<file path="config.mk">
export PLATFORM = sky130hd
export DESIGN_NAME = ltip_divider
export DESIGN_NICKNAME = d
export VERILOG_FILES = /design/src/hw/rtl/ltip_pkg.sv /design/src/hw/rtl/ltip_divider.sv
export SDC_FILE = /design/constraint.sdc
export NUM_CORES = 1
export LEC_CHECK = 0
export BUFFER_PORTS_ARGS = -buffer_cell sky130_fd_sc_hd__buf_4
export CAP_MARGIN = 20
export CORE_ASPECT_RATIO = 1.25
export CORE_MARGIN = 3
export CORE_UTILIZATION = 40
export CTS_CLUSTER_DIAMETER = 100
export DETAILED_ROUTE_END_ITERATION = 6
export SLEW_MARGIN = 0
export SYNTH_ARGS = -nofsm -noshare
export SYNTH_HDL_FRONTEND = slang
export SYNTH_SLANG_ARGS = --single-unit
</file>
<file path="constraint.sdc">
create_clock -name clk -period 2.7 [get_ports clk]
set_input_delay 0.27 -clock clk [delete_from_list [all_inputs] [get_ports clk]]
set_output_delay 0.27 -clock clk [all_outputs]
set_load 0.03 [all_outputs]
</file>
<file path="src/hw/rtl/ltip_pkg.sv">
// Shared types and constants for the label trace interpolator.
package ltip_pkg;

    localparam int LABEL_COUNT = 1024;
    localparam int LABEL_W     = $clog2(LABEL_COUNT);
    localparam int COORD_W     = 32;
    localparam int STEP_W      = 7;
    localparam int MAX_STEPS   = 64;
    localparam int REM_W       = STEP_W;
    localparam int DIV_CNT_W   = $clog2(COORD_W);

    // -1.0 in Q16.16
    localparam logic [COORD_W-1:0] MISSING_COORD = 32'hFFFF_0000;

    localparam logic ACT_LOAD  = 1'b0;
    localparam logic ACT_TRACE = 1'b1;

    typedef struct packed {
        logic               valid;
        logic [COORD_W-1:0] x;
        logic [COORD_W-1:0] y;
        logic [COORD_W-1:0] z;
    } entry_t;

    typedef struct packed {
        logic               en;
        logic [LABEL_W-1:0] addr;
        entry_t             data;
    } tbl_wr_t;

    typedef struct packed {
        logic                      start;
        logic signed [COORD_W:0]   dividend;
        logic [STEP_W-1:0]         divisor;
    } div_req_t;

    typedef struct packed {
        logic                      done;
        logic [COORD_W-1:0]        quotient;
    } div_rsp_t;

endpackage

</file>
<file path="src/hw/rtl/ltip_divider.sv">
// Serial signed divider: one quotient bit per cycle, truncating toward zero.
module ltip_divider (
    input  logic               clk,
    input  logic               rst_n,
    input  ltip_pkg::div_req_t req,
    output ltip_pkg::div_rsp_t rsp
);

    logic                           busy_reg, busy_next;
    logic                           done_reg, done_next;
    logic                           neg_reg, neg_next;
    logic [ltip_pkg::DIV_CNT_W-1:0] cnt_reg, cnt_next;
    logic [ltip_pkg::COORD_W-1:0]   work_reg, work_next;
    logic [ltip_pkg::REM_W-1:0]     rem_reg, rem_next;
    logic [ltip_pkg::STEP_W-1:0]    dvsr_reg, dvsr_next;
    logic [ltip_pkg::COORD_W:0]     mag;
    logic [ltip_pkg::REM_W-1:0]     trial;
    logic                           fits;

    // |dividend| is below 2^32 for any difference of two 32-bit values
    assign mag   = req.dividend[ltip_pkg::COORD_W] ? (~req.dividend + 1'b1)
                                                   : req.dividend;
    assign trial = {rem_reg[ltip_pkg::REM_W-2:0], work_reg[ltip_pkg::COORD_W-1]};
    assign fits  = (trial >= dvsr_reg);

    always_comb
    begin
        busy_next = busy_reg;
        done_next = 1'b0;
        neg_next  = neg_reg;
        cnt_next  = cnt_reg;
        work_next = work_reg;
        rem_next  = rem_reg;
        dvsr_next = dvsr_reg;
        if (req.start)
        begin
            busy_next = 1'b1;
            neg_next  = req.dividend[ltip_pkg::COORD_W];
            cnt_next  = '0;
            work_next = mag[ltip_pkg::COORD_W-1:0];
            rem_next  = '0;
            dvsr_next = req.divisor;
        end
        else if (busy_reg)
        begin
            rem_next  = fits ? (trial - dvsr_reg) : trial;
            work_next = {work_reg[ltip_pkg::COORD_W-2:0], fits};
            cnt_next  = cnt_reg + 1'b1;
            if (cnt_reg == {ltip_pkg::DIV_CNT_W{1'b1}})
            begin
                busy_next = 1'b0;
                done_next = 1'b1;
            end
        end
    end

    always_ff @(posedge clk or negedge rst_n)
    begin
        if (!rst_n)
        begin
            busy_reg <= 1'b0;
            done_reg <= 1'b0;
        end
        else
        begin
            busy_reg <= busy_next;
            done_reg <= done_next;
        end
    end

    always_ff @(posedge clk)
    begin
        neg_reg  <= neg_next;
        cnt_reg  <= cnt_next;
        work_reg <= work_next;
        rem_reg  <= rem_next;
        dvsr_reg <= dvsr_next;
    end

    assign rsp.done     = done_reg;
    assign rsp.quotient = neg_reg ? (~work_reg + 1'b1) : work_reg;

endmodule

</file>
# Word-level counts from Yosys, hierarchy flattened
# Index checks and enable logic that the tools add are counted.
[totals]
regBits = 53
[classes]
add_sub_neg = 4
order_cmp = 1
eq_ne = 1
n_mux = 11
bitwise = 2
n_reduce_logical = 1
[ops]
columns = ["operator", "count"]
rows = [
  ["$mux W32", 4],
  ["$add A32 B1 Y32 const B", 2],
  ["$not A32 Y32", 2],
  ["$ge A7 B7 Y1", 1],
  ["$mux W1", 6],
  ["$mux W6", 1],
  ["$sub A6 B6 Y6", 1],
  ["$add A5 B1 Y5 const B", 1],
  ["$eq A5 B5 Y1 const B", 1],
  ["$reduce_bool A2 Y1", 1],
]

# Longest topological paths before layout
[depth]
ltp_word = 4
depth_mapped = 9

# Worst setup path before layout
# No wires, ideal clock.
[synth_path]
path_kind = "register to output"
from = "register work_reg[17] in the netlist's numbering"
to = "output port rsp[27] in the netlist's numbering"
t_arrival_ps = 2333
required_ps = 2430
path_slack_ps = 97
stages_incl_launch_ff = 7
path_buffers = 0
cell_sequence = "edfxtp_1 > or3_4 > or3_2 > nor3b_1 > nand2_1 > o41ai_1 > xnor2_1"
[synth_lines]
columns = ["element", "line_no", "rtl"]
rows = [
  ["start, declared", "ltip_divider.sv:13", "logic [ltip_pkg::COORD_W-1:0] work_reg, work_next;"],
  ["start signal, assigned", "ltip_divider.sv:75", "work_reg <= work_next;"],
  ["end, declared", "ltip_divider.sv:6", "output ltip_pkg::div_rsp_t rsp"],
]

==> run_results.csv <==
group,metric,value,unit
sta,fin_worst_skew,0.00350,ns
power,power,2.61,mW
grt,overflow,0,
clocking,cts_buffers,5,
synthesis,ys_types,49,
synthesis,synthSimpleGateAreaFrac,19.0,%
detailed_routing,dr.pass1.iters,5,
run_status,violations,"negative setup slack",
synthesis,yosys_warnings,0,
synthesis,synth_mux_area_share,1.71,%
worst_setup_path,cp.arrival,2.53,ns
sta,slew_violations,0,
layout,finish.utilization,56.2,%
layout,layout.cells.most_common,"buf_4",
clocking,cts.sinks,53,
grt,first_global_vias,3184,
sta,period_needed,2.80,ns
grt,grt_pass1_wl,15100,um
detailed_routing,via_per_inst,5.26,
detailed_routing,wl,9410,um
synthesis,synthArstFlopShare,3.77,%
clocking,cts_max_level,2,
floorplan,die_w,92.4,um
floorplan,start_util,42.0,%
place,dp_hpwl,6930,um
layout,multi_input_area,0.00237,mm^2
sta,worst_slack,-0.105,ns
layout,diodes,0,
detailed_routing,antenna_left,0,
layout,layout_common_cells,"buf_4 (108), nor2_1 (49), edfxtp_1 (40), xnor2_1 (36), a21oi_1 (29)",
layout,nets,563,
sta,fmax,357,MHz
synthesis,synth_xor_xnor_area_share,14.8,%
place,dp_slack,-0.0326,ns
synthesis,synth_fa_ha_area_share,4.55,%
place,place_area,0.00458,mm^2
layout,seq_area,0.00147,mm^2
sta,slew_headroom,15.0,%
place,place.gp.congestion,0.794,
detailed_routing,avgRoutedWirePerCell,15.0,um
worst_setup_path,path_class,"reg -> out",
synthesis,synth-edff-count,40,
place,numPortBuffers,75,
layout,drive_above_1_share,31.7,%
worst_setup_path,required,2.43,ns
clocking,clockBufferDepth,2,
worst_setup_path,end_kind,"output pin",
floorplan,fp.coreArea,0.00889,mm^2
clocking,cts_tree,"built",
worst_setup_path,critical_path_peak_fanout,4,
floorplan,ios,76,
floorplan,die_h,114,um
worst_setup_path,worstReg2RegStart,"rem_reg[1]",
synthesis,ys_ff_latch,53,
worst_setup_path,cp-start-kind,"flop",
sta,fin_tns_setup,-0.378,ns
power,p_per_area,522,mW/mm^2
worst_setup_path,critical_path.startpoint,"work_reg[17]",
hold_path,min_from,"req[3]",
sta,period_share,104,%
sta,timing_hold_violations_final,0,
layout,area_growth,33.7,%
power,ir_worst_vdd,289,uV
sta,setup_viol,10,
layout,fin_area,0.00500,mm^2
clocking,clk_pin_slew_worst_paths,0.10,ns
clocking,clk_latency,0.31,ns
run_status,status,"finished, violations left",
grt,grt_max_degree,86,
layout,largest_register_ff_count,32,
sta,worstMarginPinSlew,1.28,ns
synthesis,syn_nets,465,
synthesis,netlist_area,0.00374,mm^2
detailed_routing,drc,0,
synthesis,syn_inst,409,
synthesis,avgSynthCellArea,9.13,um^2
detailed_routing,initialDrtViolationCount,110,
floorplan,die_area,0.0105,mm^2
clocking,cts_root_buf,"clkbuf_8",
sta,grt_setup_unrepaired,"yes",
hold_path,hold_class,"in -> reg",
power,leakagePower,2.03,nW
job,drv_cap,0,
synthesis,synth_top_family_by_area,"simple AND/OR/NAND/NOR gates",
grt,grt.total_usage,17.7,%
synthesis,yosysSeqAreaShare,39.4,%
synthesis,synth_compound_area_share,16.3,%
grt,antenna_found_initial,0,
floorplan,fp-row-count,38,
synthesis,synthFlopType,"edfxtp_1",
detailed_routing,num_vias,3304,
layout,fill_cells,835,
[routing by layer]
| layer | track usage (%) | share of wire, % |
|---|---|---|
| met1 | 23.2 | 44 |
| met3 | 3.35 | 4.4 |
| met4 | 3.67 | 1.1 |
| met2 | 30.5 | 50 |
| met5 | 0 | 0 |
[cell type report]
class	instances	area share [%]
clock inverter	2	0.275
multi-input combinational	315	47.4
clock buffer	6	1.45
inverter	21	1.58
tap	120	3.01
timing repair buffer	111	16.9
sequential	53	29.5
[worst max-delay path: stages, from the launching register on]
cell	delay [ns]
edfxtp_1	0.40
or3_4	0.40
or3_4	0.36
nor3b_4	0.22
buf_6	0.14
nand2_4	0.08
o41ai_4	0.29
xnor2_1	0.16
buf_4	0.18
[stage by stage]
step / hold slack, ns / std cells
4_1_cts: 0.122 / 625
5_1_grt: 0.109 / 628
3_5_place_dp: 0.0535 / 613
2_1_floorplan: -0.0256 / 409
3_3_place_gp: 0.0523 / 613
6_report: 0.126 / 628
[final timing paths]
path                               end  slack (ns)  depth (start not counted)
setup / recovery               rsp[24]       -0.10                          8
hold / removal             dvsr_reg[3]        0.13                          1
setup reg to reg            rem_reg[5]        0.44                          7
hold reg to reg             rem_reg[4]        0.50                          2
max in group asynchronous     busy_reg        2.35                          2
min in group asynchronous     done_reg        0.26                          2
[synth_stat cells, types with 6 or more instances]
master / n / area (um^2)
nor2_1: 51 / 191
o31ai_1: 16 / 120
nand2_1: 25 / 93.8
o21ai_0: 25 / 125
clkbuf_1: 13 / 48.8
xor2_1: 26 / 228
nand2b_1: 6 / 37.5
ha_1: 12 / 150
xnor2_1: 37 / 324
inv_1: 21 / 78.8
a21oi_1: 29 / 145
or4_1: 6 / 45.0
or3_1: 10 / 62.6
dfxtp_1: 11 / 220
nor3_1: 8 / 40.0
o41ai_1: 6 / 52.6
edfxtp_1: 40 / 1200
[cell families (layout without fill, tap and decap cells)]
family | Yosys count | after routing
adder cells (fa/ha/maj) | 13 | 13
flip-flops | 53 | 53
AO/OA/AOI/OAI | 96 | 96
XOR/XNOR | 63 | 63
AND/OR/NAND/NOR | 137 | 137
multiplexers | 6 | 6
buffers and inverters | 41 | 140
[where the power goes]
| group | switching (mW) | internal [mW] |
|---|---|---|
| clock | 0.276 | 0.186 |
| sequential | 0.108 | 0.990 |
| combinational | 0.584 | 0.466 |
| total | 0.968 | 1.64 |
[repair_timing]
| item | in CTS | in global routing |
|---|---|---|
| buffers inserted | 3 | 3 |
| endpoints found under the setup margin | 20 | 19 |
| hold endpoints to repair | 2 | 0 |
| pin swaps | 13 | 11 |
| hold buffers | 1 | 0 |
| gates resized for setup | 40 | 17 |
No activity file was read; power rests on OpenSTA's default activity.
